## src/mbhv_pkg.sv

```systemverilog
// Shared types, constants and the CRC byte function of the MacBinary header validator.
package mbhv_pkg;

    localparam int FILE_SIZE_W = 48;
    localparam int LEN_W       = 32;
    localparam int OFFS_W      = 33;
    localparam int END_W       = 34;
    localparam int IDX_W       = 7;
    localparam int CRC_W       = 16;
    localparam int ALIGN_SHIFT = 7;

    localparam logic [CRC_W-1:0] CRC_POLY = 16'h1021;

    localparam logic [7:0] NAME_MAX_LEN = 8'd63;
    localparam logic [7:0] VERSION_MAX  = 8'd129;

    localparam logic [IDX_W-1:0] IDX_OLD_VERSION = 7'd0;
    localparam logic [IDX_W-1:0] IDX_NAME_LEN    = 7'd1;
    localparam logic [IDX_W-1:0] IDX_ZERO_A      = 7'd74;
    localparam logic [IDX_W-1:0] IDX_ZERO_B      = 7'd82;
    localparam logic [IDX_W-1:0] IDX_DLEN_FIRST  = 7'd83;
    localparam logic [IDX_W-1:0] IDX_DLEN_LAST   = 7'd86;
    localparam logic [IDX_W-1:0] IDX_RLEN_FIRST  = 7'd87;
    localparam logic [IDX_W-1:0] IDX_RLEN_LAST   = 7'd90;
    localparam logic [IDX_W-1:0] IDX_ROFF_CALC   = 7'd91;
    localparam logic [IDX_W-1:0] IDX_REND_CALC   = 7'd92;
    localparam logic [IDX_W-1:0] IDX_MIN_VERSION = 7'd123;
    localparam logic [IDX_W-1:0] IDX_CRC_SPAN    = 7'd124;
    localparam logic [IDX_W-1:0] IDX_CHK_HI      = 7'd124;
    localparam logic [IDX_W-1:0] IDX_CHK_LO      = 7'd125;
    localparam logic [IDX_W-1:0] IDX_FINAL       = 7'd127;

    localparam logic [OFFS_W-1:0] DFORK_START = 33'd128;
    localparam logic [OFFS_W-1:0] ALIGN_MASK  = 33'd127;

    typedef enum logic [1:0] {
        ST_VALID  = 2'd0,
        ST_FORMAT = 2'd1,
        ST_BOUNDS = 2'd2
    } status_t;

    typedef struct packed {
        logic [7:0]             header_byte;
        logic [FILE_SIZE_W-1:0] file_size;
        logic                   end_of_data;
    } item_t;

    typedef struct packed {
        status_t           status;
        logic [LEN_W-1:0]  dfork_len;
        logic [OFFS_W-1:0] rfork_base;
        logic [LEN_W-1:0]  rfork_len;
    } result_t;

    function automatic logic [CRC_W-1:0] crc_byte(logic [CRC_W-1:0] acc, logic [7:0] b);
        logic [CRC_W-1:0] c;
        logic [7:0]       d;
        c = acc;
        d = b;
        for (int i = 0; i < 8; i++) begin
            if (c[CRC_W-1] ^ d[7]) begin
                c = {c[CRC_W-2:0], 1'b0} ^ CRC_POLY;
            end else begin
                c = {c[CRC_W-2:0], 1'b0};
            end
            d = {d[6:0], 1'b0};
        end
        return c;
    endfunction

endpackage

```

## src/macbinary_header_validator.sv

```systemverilog
// Top level of the MacBinary II header validator: input register, parser and result register.
// The block takes one header byte per cycle, also across back-to-back headers, unless a finished
// result waits on the sink; a result transaction is presented in the cycle after the parser takes
// the byte at offset 127, or an earlier byte that carries tlast, and the result register lets the
// next header start while that result waits. The CRC-16 update of bytes below offset 124 and the
// per-byte checks are combinational between the input register and header state; the fork end
// sums form while bytes 91 and 92 pass, so the final bounds decision is three parallel compares.
module macbinary_header_validator (
    input  logic          aclk,
    input  logic          aresetn,
    input  logic          s_tvalid,
    output logic          s_tready,
    input  logic [55:0]   s_tdata,   // header_byte [7:0], file_size [55:8]
    input  logic          s_tlast,   // end_of_data
    output logic          m_tvalid,
    input  logic          m_tready,
    // Data fork length [31:0], resource fork offset [64:32], resource fork length [96:65].
    output logic [103:0]  m_tdata,
    output logic [1:0]    m_tuser    // status
);

    mbhv_pkg::item_t   s_item;
    mbhv_pkg::item_t   item;
    mbhv_pkg::result_t res;
    mbhv_pkg::result_t m_res;
    logic              item_valid;
    logic              item_take;
    logic              out_free;
    logic              res_load;

    assign s_item.header_byte = s_tdata[7:0];
    assign s_item.file_size   = s_tdata[55:8];
    assign s_item.end_of_data = s_tlast;

    mbhv_in_stage u_in_stage (
        .aclk       (aclk),
        .aresetn    (aresetn),
        .s_tvalid   (s_tvalid),
        .s_tready   (s_tready),
        .s_item     (s_item),
        .item_valid (item_valid),
        .item       (item),
        .item_take  (item_take)
    );

    mbhv_parser u_parser (
        .aclk       (aclk),
        .aresetn    (aresetn),
        .item_valid (item_valid),
        .item       (item),
        .item_take  (item_take),
        .out_free   (out_free),
        .res_load   (res_load),
        .res        (res)
    );

    mbhv_out_stage u_out_stage (
        .aclk     (aclk),
        .aresetn  (aresetn),
        .res_load (res_load),
        .res      (res),
        .out_free (out_free),
        .m_tvalid (m_tvalid),
        .m_tready (m_tready),
        .m_res    (m_res)
    );

    assign m_tuser = m_res.status;
    assign m_tdata = {7'd0, m_res.rfork_len, m_res.rfork_base, m_res.dfork_len};

    // A failed header carries no fork information.
    assert property (@(posedge aclk) disable iff (!aresetn)
        m_tvalid && m_tuser != mbhv_pkg::ST_VALID |-> m_tdata == '0)
        else $error("failed header result carries nonzero fork fields");

    // A valid header places the resource fork on a 128-byte boundary past the header.
    assert property (@(posedge aclk) disable iff (!aresetn)
        m_tvalid && m_tuser == mbhv_pkg::ST_VALID |->
            m_tdata[38:32] == 7'd0 && m_tdata[64:32] != 33'd0)
        else $error("resource fork offset is misaligned");

    // A valid header's resource fork never starts before the data fork ends.
    assert property (@(posedge aclk) disable iff (!aresetn)
        m_tvalid && m_tuser == mbhv_pkg::ST_VALID |->
            {1'b0, m_tdata[64:32]} >= {2'b00, m_tdata[31:0]} + 34'd128)
        else $error("resource fork overlaps the data fork");

    // Reset leaves the block ready for input with no result pending.
    assert property (@(posedge aclk) !$past(aresetn) |-> s_tready && !m_tvalid)
        else $error("block not idle after reset");

endmodule

```

## src/mbhv_in_stage.sv

```systemverilog
// Input register that holds one accepted header byte until the parser consumes it.
module mbhv_in_stage (
    input  logic               aclk,
    input  logic               aresetn,
    input  logic               s_tvalid,
    output logic               s_tready,
    input  mbhv_pkg::item_t    s_item,
    output logic               item_valid,
    output mbhv_pkg::item_t    item,
    input  logic               item_take
);

    logic            valid_reg;
    logic            valid_next;
    mbhv_pkg::item_t item_reg;

    assign s_tready   = !valid_reg || item_take;
    assign item_valid = valid_reg;
    assign item       = item_reg;

    always_comb begin
        valid_next = valid_reg;
        if (s_tvalid && s_tready) begin
            valid_next = 1'b1;
        end else if (item_take) begin
            valid_next = 1'b0;
        end
    end

    always_ff @(posedge aclk) begin
        if (!aresetn) begin
            valid_reg <= 1'b0;
        end else begin
            valid_reg <= valid_next;
        end
    end

    always_ff @(posedge aclk) begin
        if (s_tvalid && s_tready) begin
            item_reg <= s_item;
        end
    end

endmodule

```

## src/mbhv_parser.sv

```systemverilog
// Header state, per-byte checks, CRC update and final status decision.
module mbhv_parser (
    input  logic                aclk,
    input  logic                aresetn,
    input  logic                item_valid,
    input  mbhv_pkg::item_t     item,
    output logic                item_take,
    input  logic                out_free,
    output logic                res_load,
    output mbhv_pkg::result_t   res
);

    logic [mbhv_pkg::IDX_W-1:0]  idx_reg,   idx_next;
    logic [mbhv_pkg::CRC_W-1:0]  crc_reg,   crc_next;
    logic                        fault_reg, fault_next;
    logic [mbhv_pkg::CRC_W-1:0]  chk_reg,   chk_next;
    logic [mbhv_pkg::LEN_W-1:0]  dlen_reg,  dlen_next;
    logic [mbhv_pkg::LEN_W-1:0]  rlen_reg,  rlen_next;
    logic [mbhv_pkg::OFFS_W-1:0] dend_reg,  dend_next;
    logic [mbhv_pkg::OFFS_W-1:0] roff_reg,  roff_next;
    logic [mbhv_pkg::END_W-1:0]  rend_reg,  rend_next;

    logic [mbhv_pkg::OFFS_W-1:0] roff_sum;
    logic [7:0]                  b;
    logic                        is_final;
    logic                        emit;
    logic                        bounds_bad;

    assign b        = item.header_byte;
    assign is_final = (idx_reg == mbhv_pkg::IDX_FINAL);
    assign emit     = is_final || item.end_of_data;
    assign item_take = item_valid && (!emit || out_free);
    assign res_load  = item_take && emit;

    assign roff_sum = {1'b0, dlen_reg} + mbhv_pkg::DFORK_START + mbhv_pkg::ALIGN_MASK;

    assign bounds_bad =
        ({{(mbhv_pkg::FILE_SIZE_W-mbhv_pkg::OFFS_W){1'b0}}, dend_reg} > item.file_size) ||
        ({{(mbhv_pkg::FILE_SIZE_W-mbhv_pkg::OFFS_W){1'b0}}, roff_reg} > item.file_size) ||
        ({{(mbhv_pkg::FILE_SIZE_W-mbhv_pkg::END_W){1'b0}}, rend_reg} > item.file_size);

    always_comb begin
        idx_next   = idx_reg + 7'd1;
        crc_next   = crc_reg;
        fault_next = fault_reg;
        chk_next   = chk_reg;
        dlen_next  = dlen_reg;
        rlen_next  = rlen_reg;
        dend_next  = dend_reg;
        roff_next  = roff_reg;
        rend_next  = rend_reg;

        if (idx_reg < mbhv_pkg::IDX_CRC_SPAN) begin
            crc_next = mbhv_pkg::crc_byte(crc_reg, b);
        end
        if ((idx_reg == mbhv_pkg::IDX_OLD_VERSION || idx_reg == mbhv_pkg::IDX_ZERO_A ||
             idx_reg == mbhv_pkg::IDX_ZERO_B) && b != 8'd0) begin
            fault_next = 1'b1;
        end
        if (idx_reg == mbhv_pkg::IDX_NAME_LEN && b > mbhv_pkg::NAME_MAX_LEN) begin
            fault_next = 1'b1;
        end
        if (idx_reg == mbhv_pkg::IDX_MIN_VERSION && b > mbhv_pkg::VERSION_MAX) begin
            fault_next = 1'b1;
        end
        if (idx_reg == mbhv_pkg::IDX_CHK_HI || idx_reg == mbhv_pkg::IDX_CHK_LO) begin
            chk_next = {chk_reg[7:0], b};
        end
        if (idx_reg >= mbhv_pkg::IDX_DLEN_FIRST && idx_reg <= mbhv_pkg::IDX_DLEN_LAST) begin
            dlen_next = {dlen_reg[mbhv_pkg::LEN_W-9:0], b};
        end
        if (idx_reg >= mbhv_pkg::IDX_RLEN_FIRST && idx_reg <= mbhv_pkg::IDX_RLEN_LAST) begin
            rlen_next = {rlen_reg[mbhv_pkg::LEN_W-9:0], b};
        end
        if (idx_reg == mbhv_pkg::IDX_ROFF_CALC) begin
            dend_next = {1'b0, dlen_reg} + mbhv_pkg::DFORK_START;
            roff_next = {roff_sum[mbhv_pkg::OFFS_W-1:mbhv_pkg::ALIGN_SHIFT],
                         {mbhv_pkg::ALIGN_SHIFT{1'b0}}};
        end
        if (idx_reg == mbhv_pkg::IDX_REND_CALC) begin
            rend_next = {1'b0, roff_reg} + {2'b00, rlen_reg};
        end

        if (emit) begin
            idx_next   = '0;
            crc_next   = '0;
            fault_next = 1'b0;
            chk_next   = '0;
            dlen_next  = '0;
            rlen_next  = '0;
            dend_next  = '0;
            roff_next  = '0;
            rend_next  = '0;
        end
    end

    always_comb begin
        res = '0;
        if (!is_final || fault_reg || chk_reg != crc_reg) begin
            res.status = mbhv_pkg::ST_FORMAT;
        end else if (bounds_bad) begin
            res.status = mbhv_pkg::ST_BOUNDS;
        end else begin
            res.status     = mbhv_pkg::ST_VALID;
            res.dfork_len  = dlen_reg;
            res.rfork_base = roff_reg;
            res.rfork_len  = rlen_reg;
        end
    end

    always_ff @(posedge aclk) begin
        if (!aresetn) begin
            idx_reg   <= '0;
            crc_reg   <= '0;
            fault_reg <= 1'b0;
            chk_reg   <= '0;
            dlen_reg  <= '0;
            rlen_reg  <= '0;
            dend_reg  <= '0;
            roff_reg  <= '0;
            rend_reg  <= '0;
        end else if (item_take) begin
            idx_reg   <= idx_next;
            crc_reg   <= crc_next;
            fault_reg <= fault_next;
            chk_reg   <= chk_next;
            dlen_reg  <= dlen_next;
            rlen_reg  <= rlen_next;
            dend_reg  <= dend_next;
            roff_reg  <= roff_next;
            rend_reg  <= rend_next;
        end
    end

endmodule

```

## src/mbhv_out_stage.sv

```systemverilog
// Result register that holds one result transaction until the sink takes it.
module mbhv_out_stage (
    input  logic                aclk,
    input  logic                aresetn,
    input  logic                res_load,
    input  mbhv_pkg::result_t   res,
    output logic                out_free,
    output logic                m_tvalid,
    input  logic                m_tready,
    output mbhv_pkg::result_t   m_res
);

    logic              valid_reg;
    logic              valid_next;
    mbhv_pkg::result_t res_reg;

    assign out_free = !valid_reg || m_tready;
    assign m_tvalid = valid_reg;
    assign m_res    = res_reg;

    always_comb begin
        valid_next = valid_reg;
        if (res_load) begin
            valid_next = 1'b1;
        end else if (m_tready) begin
            valid_next = 1'b0;
        end
    end

    always_ff @(posedge aclk) begin
        if (!aresetn) begin
            valid_reg <= 1'b0;
        end else begin
            valid_reg <= valid_next;
        end
    end

    always_ff @(posedge aclk) begin
        if (res_load) begin
            res_reg <= res;
        end
    end

endmodule
```

## config.mk

```make
export PLATFORM = sky130hd
export DESIGN_NAME = macbinary_header_validator
export DESIGN_NICKNAME = d
export VERILOG_FILES = /design/src/mbhv_pkg.sv /design/src/macbinary_header_validator.sv /design/src/mbhv_in_stage.sv /design/src/mbhv_parser.sv /design/src/mbhv_out_stage.sv
export SDC_FILE = /design/constraint.sdc
export NUM_CORES = 1
export LEC_CHECK = 0
export BUFFER_PORTS_ARGS = -buffer_cell sky130_fd_sc_hd__buf_2
export CORE_MARGIN = 2
export CORE_UTILIZATION = 60
export CTS_CLUSTER_DIAMETER = 50
export DETAILED_ROUTE_END_ITERATION = 8
export PLACE_DENSITY_LB_ADDON = 0.2
export SYNTH_ARGS = -nofsm -noshare
export SYNTH_HDL_FRONTEND = slang
export SYNTH_SLANG_ARGS = --single-unit
```

## constraint.sdc

```tcl
create_clock -name aclk -period 13.48 [get_ports aclk]
set_input_delay 1.348 -clock aclk [delete_from_list [all_inputs] [get_ports aclk]]
set_output_delay 1.348 -clock aclk [all_outputs]
set_load 0.02 [all_outputs]
```

==> qor.yml <==
power_and_ir_drop:
  ir_drop_mv: 0.0903
  fin_total_pwr_uw: 2320
  p_per_area_nw_per_um2: 117
  p_leak_uw: 0.00778
cts:
  cts_tree: "built"
  clock_latency_ns: 0.53
  cts_max_level: 2
  hold_buffers: 0
  ctsRootBufferMaster: "clkbuf_16"
  cts_buffer_depth: 3
  post_cts_resized: 0
  cts_buffers: 40
  cts_sinks: 348
  postCtsSetupRepairBufs: 0
  clkTransAtPathRegs_ns: 0.06
timing:
  fin_setup_tns_ns: 0
  finalCritPeriodShare_pct: 33.0
  max-slew-margin-rel_pct: 12.8
  final_max_slew_viol_count: 0
  hold_violations: 0
  period_needed_ns: 4.45
  rsz0062_at_grt: "false"
  worst_pin_slew_ns: 1.30
  layout_setup_ws_ns: 9.03
  fin_skew_ns: 0.0211
  fmax_ghz: 0.225
  setup_viol_count_final: 0
routing:
  avgRoutedWirePerCell_um: 19.2
  drc: 0
  wirelength_um: 43200
  antenna_left: 0
  first_pass_iters: 5
  initialDrtViolationCount: 1110
  vias_per_cell: 5.87
  vias: 13200
status:
  outcome: "finished, final reports clean"
floorplanning:
  die_area_um2: 30600
  io_pins: 169
  die_h_um: 175
  die_x_um: 175
  initial_core_util_pct: 61.1
  core_um2: 28700
  rows: 62
logic_synthesis:
  ys_seq_area_share_pct: 48.2
  synthMuxAreaShare_pct: 0.571
  avgSynthCellArea_um2: 10.2
  synthArstFlopShare_pct: 0
  synth-seq-cells: 348
  synth-warning-count: 0
  synth_edf_count: 149
  synthSimpleGateAreaFrac_pct: 18.5
  synthCells: 1721
  synth_compound_area_share_pct: 14.4
  synth.area.top_cells: "edfxtp_1 (26%), dfxtp_1 (23%), ha_1 (8.8%)"
  yosysTopAreaCellShare_pct: 25.5
  yosys.area_share.xor_xnor_pct: 5.49
  synth.distinct_cells: 69
  syn_area_um2: 17500
  ys.flop_type: "dfxtp_1"
  synth_fa_ha_area_share_pct: 8.96
  synth_top_area_cell: "edfxtp_1"
  synth_top_family_by_area: "simple AND/OR/NAND/NOR gates"
finish:
  layout.nets: 2023
  drive_above_1_share_pct: 13.3
  largest_reg_flops: 92
  syn_to_final_growth_pct: 12.9
  finalNonFillerCells: 2251
  diodes: 0
worst_setup_path:
  endpoint_kind: "register"
  start_kind: "register"
  path_common_cell: "nor4_1"
  r2r_slack_ns: 9.03
  critPathSlowestCell: "nor4_4"
  worstPathMaxFanout: 59
  worstSetupPathType: "register to register"
  crit_chain: "or4_1 -> nor4_1 -> nand2_1 -> nor4_1 -> a22oi_1 -> nor4_4 -> buf_4 -> and2_1"
  critPathRequiredTime_ns: 13.86
  arrival_ns: 4.83
  max_stage_delay_ns: 1.01
place:
  dpl.hpwl_um: 31200
  pre_cts_ws_ns: 9.15
  port_buffers: 154
  place_congestion: 0.911
  dp_cells: 2179
grt:
  grt.overflow.total: 0
  grt.total_usage_pct: 27.9
  grt_pass1_vias: 12700
  grt_pass1_wl_um: 68100
  grt_max_degree: 118
  antenna_found_initial: 0
hold_path:
  hp-class: "register to register"
run:
  drv_cap: 0
## metal layers
layer	vias to the layer above	track usage (%)	share of wire, %
li1	6377	-	-
met1	6289	39.7	46
met2	456	44.7	45
met3	86	3.42	6.3
met4	0	8.51	2.9
met5	-	0	0
## power breakdown
part	total, µW	switching [µW]	leakage [µW]	internal [µW]
registers	1140	15.1	0.00289	1120
logic	123	80.0	0.00423	42.9
clock network	1060	434	0.000652	629
## critical path: cells and delay by family (launching register included)
kind,cells,cell delay (ns)
AO/OA/AOI/OAI,1,0.22
buffers and inverters,1,0.57
flip-flops,1,0.37
AND/OR/NAND/NOR,6,3.15
## area by class of cell
type,count,area [µm²]
fill,2240,8900
tap,384,480
clock inverter,18,158
multi-input combinational,1229,8480
clock buffer,54,1160
inverter,49,184
timing repair buffer,169,886
sequential,348,8460
## cell families (layout without fill, tap and decap cells)
logic type / Yosys count / count (layout)
compound gates: 373 / 373
other cells: 1 / 14
mux: 10 / 10
buf+inv: 157 / 290
flops: 348 / 348
simple gates: 597 / 597
fa+ha+maj: 125 / 125
xor+xnor: 110 / 110
## Yosys cell counts (36+ instances only)
master	number
a21boi_0	36
a21o_1	45
a21oi_1	65
a22oi_1	94
and2_1	99
clkbuf_1	63
dfxtp_1	199
edfxtp_1	149
ha_1	124
inv_1	49
nand2_1	116
nand3_1	67
nor2_1	58
nor2b_1	123
o21ai_0	58
xnor2_1	56
xor2_1	54
## stage by stage
step / instance area (µm²) / utilization (%) / hold WS, ns
floorplan: 17600 / - / 0.429
global placement: 18500 / 64.4 / 0.457
detailed placement: 18500 / 64.4 / 0.462
CTS: 19800 / 69.0 / 0.480
global route: 19800 / 69.0 / 0.508
finish: 19800 / 69.0 / 0.484
## path summary, 6_finish.rpt
check                        start  cells past startpoint                     to
max            u_in_stage.item[47]                      8  u_out_stage.m_res[55]
min          u_parser.rend_reg[26]                      2  u_parser.rend_reg[26]
max reg2reg    u_in_stage.item[47]                      8  u_out_stage.m_res[55]
min reg2reg  u_parser.rend_reg[26]                      2  u_parser.rend_reg[26]
## cell usage in the layout, fill, tap and decap left out, types with 7 or more instances in the layout
cell and instances:
a21o_1 45, a21boi_0 36, nor3_1 33, nand2_1 116
clkbuf_16 42, ha_1 124, nand2b_1 13, and2_1 98
a22oi_1 94, nand3_1 67, xor2_1 54, a21oi_1 64
and3_1 13, dfxtp_1 199, nor4_1 18, nor2_1 57
mux2i_1 10, xnor2_1 56, buf_4 16, conb_1 14
edfxtp_1 149, o211ai_1 7, o21ai_0 58, nor2b_1 123
o31ai_1 7, o21a_1 8, inv_1 49, buf_2 153
nand4_1 26
No activity file was read; power rests on OpenSTA's default activity.
